==> src/sv/indexed_priority_task_table_assert.svh <==
// Assertion macros for the indexed priority task table.
// They expand to concurrent assertions in simulation and to nothing in synthesis.
// Needs no other file.
`ifndef INDEXED_PRIORITY_TASK_TABLE_ASSERT_SVH
`define INDEXED_PRIORITY_TASK_TABLE_ASSERT_SVH
`ifndef SYNTHESIS
// When cond holds, prop must hold in the same cycle.
`define IPTT_ASSERT_IMPLY(label, clk, rstn, cond, prop, msg) \
    label: assert property (@(posedge clk) disable iff (!(rstn)) (cond) |-> (prop)) \
        else $error(msg);
// When cond holds, prop must hold in the next cycle.
`define IPTT_ASSERT_NEXT(label, clk, rstn, cond, prop, msg) \
    label: assert property (@(posedge clk) disable iff (!(rstn)) (cond) |=> (prop)) \
        else $error(msg);
`else
`define IPTT_ASSERT_IMPLY(label, clk, rstn, cond, prop, msg)
`define IPTT_ASSERT_NEXT(label, clk, rstn, cond, prop, msg)
`endif
`endif

==> src/sv/iptt_ram.sv <==
// Generic simple dual-port RAM with one write port and a registered read port.
// Depends on nothing.
`default_nettype none

module iptt_ram #(
    parameter int WIDTH = 8,
    parameter int DEPTH = 16,
    localparam int ADDR_BITS = $clog2(DEPTH)
) (
    input  wire logic                 aclk,
    input  wire logic                 wr_en,
    input  wire logic [ADDR_BITS-1:0] wr_addr,
    input  wire logic [WIDTH-1:0]     wr_data,
    input  wire logic [ADDR_BITS-1:0] rd_addr,
    output logic      [WIDTH-1:0]     rd_data
);

    logic [WIDTH-1:0] mem [DEPTH];
    logic [WIDTH-1:0] rd_data_reg;

    // Write port and registered read port.
    always_ff @(posedge aclk) begin
        if (wr_en) begin
            mem[wr_addr] <= wr_data;
        end
        rd_data_reg <= mem[rd_addr];
    end

    assign rd_data = rd_data_reg;

endmodule

`default_nettype wire

==> config.mk <==
export PLATFORM = sky130hd
export DESIGN_NAME = iptt_ram
export DESIGN_NICKNAME = d
export VERILOG_FILES = /design/src/sv/indexed_priority_task_table_assert.svh /design/src/sv/iptt_ram.sv
export SDC_FILE = /design/constraint.sdc
export NUM_CORES = 1
export LEC_CHECK = 0
export ABC_AREA = 1
export BUFFER_PORTS_ARGS = -buffer_cell sky130_fd_sc_hd__buf_2
export CAP_MARGIN = 20
export CORE_ASPECT_RATIO = 1.5
export CORE_MARGIN = 2
export CORE_UTILIZATION = 50
export CTS_CLUSTER_DIAMETER = 120
export CTS_CLUSTER_SIZE = 12
export DETAILED_ROUTE_END_ITERATION = 10
export GPL_TIMING_DRIVEN = 0
export PLACE_DENSITY = 0.71
export SYNTH_ARGS = -nofsm -noshare
export SYNTH_HDL_FRONTEND = slang
export SYNTH_SLANG_ARGS = --single-unit
==> constraint.sdc <==
create_clock -name aclk -period 2 [get_ports aclk]
set_clock_uncertainty 0.2 [all_clocks]
set_input_delay 0.2 -clock aclk [delete_from_list [all_inputs] [get_ports aclk]]
set_output_delay 0.2 -clock aclk [all_outputs]
set_load 0.005 [all_outputs]
==> results of run 1 <==
[stage by stage]
| step | instance area (sq um) | instances | hold slack (ns) | setup slack [ns] | util |
|---|---|---|---|---|---|
| 6_report | 6660 | 758 | 0.00856 | 0.533 | 0.587 |
| 4_1_cts | 6660 | 758 | 0.00334 | 0.579 | 0.587 |
| 2_1_floorplan | 5770 | 551 | 0.0989 | 0.649 | - |
| 5_1_grt | 6660 | 758 | 0.00653 | 0.488 | 0.587 |
| 3_5_place_dp | 6060 | 723 | 0.379 | 0.142 | 0.534 |
| 3_3_place_gp | 6060 | 723 | 0.376 | 0.161 | 0.534 |
[synthesized netlist by cell type]
cell type / number / share of area
buf_6: 6 / 0.012
inv_2: 2 / 0.0013
nor2_1: 17 / 0.011
nand3_1: 97 / 0.084
nand2_1: 173 / 0.11
buf_1: 1 / 0.00065
inv_1: 100 / 0.065
nand3b_1: 2 / 0.0026
edfxtp_1: 128 / 0.67
dfxtp_1: 8 / 0.028
buf_2: 13 / 0.011
buf_4: 4 / 0.0052
[layout make-up]
type | count | area [sq um] | area share
multi-input combinational | 289 | 1210 | 0.182
clock buffer | 26 | 532 | 0.0798
tap | 150 | 188 | 0.0282
clock inverter | 6 | 35.0 | 0.00526
sequential | 136 | 4000 | 0.601
timing repair buffer | 25 | 140 | 0.0210
buffer | 24 | 166 | 0.0250
inverter | 102 | 383 | 0.0575
[critical path: stages]
cell and delay, ns:
buf_2 0.12, nand3b_1 0.27, nor2_1 0.72
[power breakdown]
part / switching (mW) / internal [mW]
combinational: 0.288 / 0.126
sequential: 0.0158 / 3.19
clock: 1.09 / 1.82
total: 1.39 / 5.14
[worst paths after layout]
| check | slack [ns] | start | endpoint | cells after the start |
|---|---|---|---|---|
| worst min register to register | 0.47 | mem[10][6] | rd_data[6] | 6 |
| worst max-delay path | 0.53 | wr_addr[2] | mem[9][4] | 3 |
| worst max register to register | 0.76 | mem[7][3] | rd_data[3] | 6 |
| worst min-delay path | 0.009 | wr_data[1] | mem[3][1] | 1 |
[cell families after synthesis]
kind of cell / share of synthesized area
buffers and inverters: 0.0952
and+or+nand+nor: 0.210
DFF: 0.694
[metal layers]
layer	vias to the layer above	track usage	part of all wire
met2	155	0.387	0.51
met4	0	0.154	0.054
met3	41	0.0495	0.056
met5	-	0	0
li1	1868	-	-
met1	1875	0.276	0.38
==> impl_summary.md, run 1 <==
Synthesis
The synthesized netlist occupies a cell area of 5770 sq um. The fraction of the yosys area taken by sequential cells is 0.694. The count of distinct cell types in the synthesized netlist is 12. During synthesis, Yosys emitted a total of 0 warnings.

The register bit count reported by yosys is 136. The number of nets handed over by synthesis was 569. The synthesized area per cell is 10.5 sq um. The instance count of the mapped netlist is 551.

Placed design
The total of buffers placed on input and output ports is 22. At the end of routability-driven placement, the weighted congestion stood at 0.928. The detailed-placement wirelength estimate is 9240 um.

Layout
Relative to the synthesized area, the layout overhead comes to 15.5%. The number of antenna diodes in the final layout is 0. In the layout the commonest cells are 173 x nand2_1, 128 x edfxtp_1, 100 x inv_1, 97 x nand3_1, 35 x buf_2. After filler insertion, the fill cell instance count of the layout stands at 914. In the final layout, the share of cells above drive strength 1 is 0.123.

The commonest non-fill, non-tap cell in the layout is nand2_1. For this run, the post-layout net count is 613. The flip-flop count of the largest register after layout is 128.

Die
The core outline area is 11,400 sq um. Pin placement for this block handled 26 I/O pins. The floorplan step defined a die boundary enclosing 12,400 sq um. The total number of placement rows is 48. The die is 136 um tall. The chip width is 91.7 um. The initial utilization of the core area, before any placement, comes to 0.508.

Clock tree
Hold repair after CTS inserted 3 buffers. TritonCTS built the clock tree. The clock-pin transition on the worst setup and hold timing paths is 0.06 ns.

The largest buffer count on any clock path is 2. The number of sinks driven by the clock tree is 136. The later pin in the worst-skew pair is clocked with a latency of 0.42 ns. The H-tree was split into 4 levels.

The tree is rooted in a clkbuf_16. The CTS buffer count is 17. The post-cts sizing count is 0. After clock tree synthesis, the setup repair step added 0 buffers.

STA
The share of the clock period used by the worst path is 0.734. Setup violations remaining at the end of the flow were counted as 0. The max-slew violation count was 0. Setup repair after global routing left no endpoint under its margin.

The actual slew at the worst max-slew pin is 0.864 ns. The number of endpoints with negative hold slack in the final report came to 0. The highest achievable clock rate is 0.682 GHz.

The worst path in the final design needs a cycle of 1.47 ns, including I/O delays and setup. The sum of negative setup slack is 0 ns. In this run the tightest slew margin relative to its limit is 0.422.

Drt
The via count is 3,939. In this run, the number of DRC markers left after iteration 0 of detailed routing was 290. The average detailed-routed wire length per instance is 17.9 um. The via density per instance is 5.20. Before antenna repair, the detailed router went through 5 iterations.

The total wirelength of the detailed-routed design is 13,600 um. After detailed routing, the number of remaining DRC violations is 0. The number of antenna-violating nets in the routed design is 0.

Global route
The first global-routing pass estimated 20,700 um of wire. Across every metal layer, demand over resource in global routing totals 0.234. The via count of the first global-routing pass is 3,776. The total global routing overflow is 0. The initial antenna violation count is 0. The pin count of the biggest net entering global routing is 17.

Critical path
The setup path with the least slack is of type primary input to flop. The required time of the critical path is 1.84 ns. The worst setup path is launched from a primary input. The arrival time at the worst endpoint is 1.31 ns. In this run the worst path has a maximum fanout of 8. The worst setup path is captured at a flop.

Status
The run finished with clean final reports.

Flow run
The number of max-cap violations is 0.

Power and ir drop
In this run the power density over the cells is 981 nW/um^2. The static leakage power is 2.91 nW. After layout, the design draws a total of 6.53 mW. The largest vdd supply drop is 0.862 mV.

Min path
The type of the worst min-delay path is primary input to flop.
Power figures use the tool's default switching activity.
==> run 2, diff against run 1 <==
==> constraint.sdc (replaced) <==
create_clock -name aclk -period 1.46 [get_ports aclk]
set_clock_uncertainty 0.2 [all_clocks]
set_input_delay 0.146 -clock aclk [delete_from_list [all_inputs] [get_ports aclk]]
set_output_delay 0.146 -clock aclk [all_outputs]
set_load 0.005 [all_outputs]
==> run 2 against run 1 <==
  * Clock power is 37% higher
  * Sequential share of layout area down 0.50 points
  * Global-route usage increased by 0.096 points
  * Final cell count rose by 0.66%
  * First-iteration DRC count up 0.69%
  * Die area did not move
  * Sequential cell count unchanged
  * Via count increased by 0.79%
  * Hold slack better by 0.053 ns
  * Count of clock-buffer cells in the layout did not move
  * Routed wire length up 0.36%
  * Critical endpoint unchanged
==> impl_summary.md, run 2 (synthesis gave the netlist of run 1 again) <==
Layout
In the final layout, the multi-input gates occupy 1210 sq um. 0 antenna diodes ended up in the layout. The flip-flop and latch area is 4000 sq um. The finished cells cover 6720 sq um. The fraction of final layout cells with drive strength greater than 1 is 0.122.

The library cell used most frequently in the layout, excluding fill and tap cells, is nand2_1. At the end of the flow the core is filled with cells to 0.592. Counting the fill cells in the layout gives 911. Compared with the post-synthesis result, the final layout area differs by 16.5%.

In the final design database the tool counted 618 nets. The flip-flop count of the largest register after layout is 128. In the layout the commonest cells are 173 x nand2_1, 128 x edfxtp_1, 100 x inv_1, 97 x nand3_1, 35 x buf_2.

STA
In the finished design, the share of the clock period the worst path needs comes to 0.944. The worst slew slack as a fraction of its limit is 0.444. The post-route minimum period is 1.38 ns. The tightest hold path in the finished design has a slack of 0.0612 ns. Based on the critical path, the design can be clocked at up to 0.725 GHz.

Once routing completed, OpenROAD measured the worst setup slack at 0.0813 ns. For the pin with the worst max-slew slack, the measured transition is 0.831 ns. The max-slew violation count is 0. The number of endpoints with negative hold slack in the final report is 0. Setup repair after global routing left no endpoint under its margin. The number of setup violations in the final report is 0.

Die
The core outline area is 11,400 sq um. The floorplan step defined a die boundary enclosing 12,400 sq um. The initial cell density of the core is 0.508. In this run the count of I/O pins placed on the die edge is 26. After floorplanning, the core was divided into 48 placement rows. The die is 136 um tall. The die is 91.7 um wide.

Clock tree
The number of sinks driven by the clock tree is 136. The later pin in the worst-skew pair is clocked with a latency of 0.42 ns. The TritonCTS clock tree is built.

TritonCTS created 17 clock buffers. The cell chosen for the clock root is clkbuf_16. The post-cts sizing count is 0.

The H-tree depth is 4. The longest clock path from root to sink contains 2 buffers. Clock-pin slew was measured on the worst setup and hold paths at 0.05 ns. The post-CTS setup buffer count is 0.

Critical path
The maximum fanout count along the critical path is 8. For this run, the slowest stage of the critical path takes 0.69 ns. The critical path's slowest cell is nor2_1.

The worst register-to-register path has a setup slack of 0.21 ns. The number of cells on the worst reg-to-reg path is 6. The family of cells with the greatest summed delay on the critical path is simple AND/OR/NAND/NOR gates. The startpoint of the lowest-slack register-to-register path is mem[7][4]. The required time of the critical path is 1.30 ns. The worst setup path is captured at a flop. The critical path depth in cells is 3.

STA classifies the critical path startpoint as a primary input. Data on the critical path arrives at its endpoint at 1.22 ns. The signal on the critical path passes through buf_2 -> nand3b_1 -> nor2_1.

The sum of buffers and inverters on the critical path is 1. The setup path with the least slack is of type primary input to flop. The endpoint identified for the worst register-to-register timing path is rd_data[4].

Flow run
The number of max-cap violations is 0.

Drt
The detail route stage leaves a number of antenna-violating nets equal to 0. The detailed-router iteration count before antenna repair is 5. The routed design has 13,600 um of wire. In this run, the number of DRC markers left after iteration 0 of detailed routing was 292.

In the final routed layout, each cell accounts on average for 17.9 um. The routed layout has 3,970 vias. After detailed routing, the number of remaining DRC violations is 0. In the routed layout, each cell is associated on average with a via count of 5.20.

Power and ir drop
Of the total power, the share spent switching nets is 0.214. The portion of total power attributed to combinational logic is 0.064. Internal power comes to 7.05 mW. The static leakage power is 2.93 nW.

The sequential cell fraction of total power is 0.489. The largest vdd supply drop is 1.16 mV. Summed over all nets, the switching power comes to 1.92 mW. The clock group share of total power is 0.446. Dividing total power by cell area gives a power density of 1330 nW/um^2.

Global route
The total global routing overflow is 0. The pin count of the biggest net entering global routing is 17. The first global-routing pass estimated 20,700 um of wire. The via count of the first global-routing pass is 3,804. The aggregate global-route resource usage is 0.235. The initial antenna violation count was 0.

Placed design
During placement, the flow inserted port buffers numbering 22. The congestion estimate from routability-driven global placement came to 0.928. The post-place instance area is 6060 sq um. The wire-length estimate of the detail-placed layout is 9240 um.

OpenSTA, run right after detailed placement, puts the worst setup slack at -0.344 ns.

Min path
The type of the worst min-delay path is primary input to flop. The worst hold path passes through 4 cells. The worst hold path terminates at rd_data[4].

The worst hold path begins at rd_addr[2].

Status
The run finished with clean final reports.
run 2: metrics by stage:
step / instances / TNS, ns / power, mW
global route: 763 / 0 / 9.21
CTS: 764 / 0 / 8.99
floorplan: 551 / 0 / 4.78
global placement: 723 / -25.02 / 5.01
detailed placement: 723 / -29.15 / 5.03
finish: 763 / 0 / 8.97
run 2: worst register-to-register path, stage by stage (launching register included):
cell and delay [ns]:
edfxtp_1 0.38, inv_1 0.06, nand2_1 0.06, nand3_1 0.10, nand3_1 0.13, nand3_1 0.13
nand2_1 0.08
run 2: worst max path at each step:
stage                     from    endpoint  slack, ns
CTS                 rd_addr[3]  rd_data[1]       0.09
floorplan           wr_addr[2]  mem[10][0]       0.16
finish              wr_addr[2]   mem[9][4]       0.08
global route        wr_addr[2]   mem[9][5]      0.002
global placement    wr_addr[2]   mem[9][3]      -0.32
detailed placement  wr_addr[2]   mem[9][3]      -0.34
run 2: final cells by class:
cell class                 count  area share
buffer                        23      0.0242
sequential                   136       0.596
multi-input combinational    289       0.181
tap                          150      0.0279
timing repair buffer          31      0.0298
clock inverter                 6     0.00522
inverter                     102      0.0570
clock buffer                  26      0.0792
run 2: per-layer routing:
metal / share of wire / vias up / GRT usage
met2: 0.50 / 181 / 0.390
li1: - / 1877 / -
met4: 0.056 / 0 / 0.154
met1: 0.38 / 1866 / 0.276
met3: 0.061 / 46 / 0.0495
met5: 0 / - / 0
run 2: power by group through the flow:
stage               logic, mW  clock network, mW  registers, mW
finish                  0.576               4.00           4.39
global placement        0.547                  0           4.46
detailed placement      0.557                  0           4.47
global route            0.634               4.18           4.40
floorplan               0.308                  0           4.47
CTS                     0.578               4.02           4.39
run 2: timing repair:
action,CTS,global route
endpoints found under the setup margin,0,2
endpoints found under the hold margin,135,0
hold buffers,9,0
==> run 3, diff against run 2 <==
--- a/config.mk
+++ b/config.mk
@@ -6,10 +6,11 @@
 export NUM_CORES = 1
 export LEC_CHECK = 0
 export ABC_AREA = 1
+export ABC_CLOCK_PERIOD_IN_PS = 1460
 export BUFFER_PORTS_ARGS = -buffer_cell sky130_fd_sc_hd__buf_2
 export CAP_MARGIN = 20
 export CORE_ASPECT_RATIO = 1.5
-export CORE_MARGIN = 2
+export CORE_MARGIN = 1
 export CORE_UTILIZATION = 50
 export CTS_CLUSTER_DIAMETER = 120
 export CTS_CLUSTER_SIZE = 12
==> constraint.sdc (replaced) <==
create_clock -name aclk -period 1.46 [get_ports aclk]
set_clock_uncertainty 0.2 [all_clocks]
set_input_delay 0.146 -clock aclk [delete_from_list [all_inputs] [get_ports aclk]]
set_output_delay 0.146 -clock aclk [all_outputs]
set_load 0.02 [all_outputs]
==> run 3 against run 2 <==
  * Sequential power barely moved
  * First-iteration DRC count increased by 4.1%
  * Design area rose by 0.95%
  * Hold slack better by 0.012 ns
  * Combinational power up 6.8%
  * Critical path type unchanged
  * Largest cell class unchanged
==> impl_summary.md, run 3 (synthesis gave the netlist of run 1 again) <==
Clock tree
The post-cts sizing count is 0. The TritonCTS clock tree is built. The clock-pin transition on the worst setup and hold timing paths is 0.06 ns.

The cell chosen for the clock root is clkbuf_16. The H-tree depth is 4. Once the clock tree was built, the setup fixing pass inserted 0 buffers. Clock tree synthesis found a total of 136 sinks. The CTS buffer count is 17. For the worst-skew pair, the clock arrives at the later sink with an insertion delay of 0.41 ns. The largest buffer count on any clock path is 2.

Critical path
Across all register-to-register paths, the minimum setup slack is 0.21 ns. In this run the worst path has a maximum fanout of 8. The category of the most critical setup path is primary input to flop.

The capturing element type of the critical path is a flop. STA classifies the critical path startpoint as a primary input. At the worst endpoint, the required time is 1.30 ns. STA puts the critical path data arrival time at 1.22 ns.

Die
The floorplan step defined a die boundary enclosing 12,000 sq um. The chip width is 89.7 um. The number of placed I/O pins is 26.

The initial cell density of the core is 0.519. From bottom edge to top edge, the die measures 134 um. The core outline area is 11,100 sq um. After floorplanning, the core was divided into 47 placement rows.

Power and ir drop
VDD sags by at most 1.23 mV. The static leakage power is 2.95 nW. For this design the ratio of total power to cell area is 1410 nW/um^2.

Layout
The fraction of final layout cells with drive strength greater than 1 is 0.122. The post-layout utilization of the core is 0.610. The final non-filler cell total is 760. The count of antenna diodes in the layout is 0.

The flip-flop count of the largest register after layout is 128. The flip-flop and latch area is 4000 sq um. The area of the multi-input gates is 1210 sq um. After filler insertion, the fill cell instance count of the layout stands at 903. Leaving out fill and tap cells, the most frequent cell in the layout is nand2_1. The area growth from synthesis to layout is 17.6%. In the layout the commonest cells are 173 x nand2_1, 128 x edfxtp_1, 100 x inv_1, 97 x nand3_1, 35 x buf_2. The count of nets after finishing is 618.

Drt
Using the TritonRoute via totals, the vias-per-cell ratio works out to 5.16. After detailed routing, the total wire length is 13,900 um. After the first detailed-routing iteration, the DRC count stood at 304.

The count of nets left with antenna violations once routing finished came out at 0. The average detailed-routed wire length per instance is 18.2 um. The final routed DRC violation total is 0.

The detailed-router iteration count before antenna repair is 5. The via count is 3,924.

Min path
The path class of the tightest hold or removal check is primary input to flop.

STA
Of the available clock period, the critical path in the final layout requires 0.949. Setup violations remaining at the end of the flow were counted as 0. Subtracting the final worst setup slack from the clock period gives 1.39 ns. The number of endpoints with negative hold slack in the final report is 0. The max-slew violation count is 0.

The highest achievable clock rate is 0.722 GHz. The actual slew at the worst max-slew pin is 0.843 ns. Headroom to the max-slew limit came out at 0.436.

The sum of negative setup slack is 0 ns. Setup repair after global routing left no endpoint under its margin.

Global route
The total global routing overflow is 0. The aggregate global-route resource usage is 0.257. Entering global routing, the biggest net connects 17 pins. The global-route wire length before repair is 21,100 um.

The initial antenna violation count is 0. The via count of the first global-routing pass is 4,070.

Status
The run finished with clean final reports.

Placed design
The total placed cells including tap cells is 720. Buffers placed on the I/O ports in this run total 22. The congestion estimate from routability-driven global placement came to 0.913. Summed over all nets, the half-perimeter wirelength after detailed placement is 9280 um.

Flow run
The number of max-cap violations is 0.
==> run 3: worst paths after layout <==
path,start,to,cells past startpoint
setup / recovery,wr_addr[2],mem[8][2],3
hold / removal,rd_addr[2],rd_data[5],4
setup reg to reg,mem[6][1],rd_data[1],6
hold reg to reg,mem[10][6],rd_data[6],6
==> run 3: worst max-delay path, cell delays in order <==
cell	delay (ns)
buf_2	0.12
nand3b_1	0.28
nor2_1	0.68
==> run 3: repair_timing <==
action                                  CTS  global route
endpoints found under the setup margin    0             8
endpoints found under the hold margin   134             0
hold buffers                              9             0
==> run 3: metal layers <==
layer  part of all wire  global-route usage
met1               0.37               0.288
met2               0.53               0.431
met3              0.052              0.0545
met4              0.051               0.164
met5                  0                   0
==> run 3: through the flow <==
| stage | setup slack (ns) | total power [mW] | hold WS, ns | cell area (sq um) |
|---|---|---|---|---|
| global placement | -0.263 | 5.04 | 0.357 | 6060 |
| global route | 0.00775 | 9.80 | 0.0654 | 6780 |
| finish | 0.0750 | 9.57 | 0.0729 | 6780 |
| floorplan | 0.163 | 4.81 | 0.0449 | 5770 |
| CTS | 0.0482 | 9.58 | 0.0426 | 6790 |
| detailed placement | -0.323 | 5.06 | 0.361 | 6060 |
==> run 3: cell type report <==
cell class,instances,share of cell area
Sequential cell,136,0.590
Timing Repair Buffer,31,0.0295
Clock buffer,18,0.0633
Clock inverter,14,0.0303
Multi-Input combinational cell,289,0.179
Inverter,102,0.0565
Buffer,23,0.0240
Tap cell,147,0.0271
==> run 3: where the power goes <==
group / leakage, nW / switching, mW / internal [mW] / total, mW
clock: 0.306 / 1.56 / 3.01 / 4.57
combinational: 1.42 / 0.432 / 0.183 / 0.615
sequential: 1.22 / 0.0220 / 4.37 / 4.39
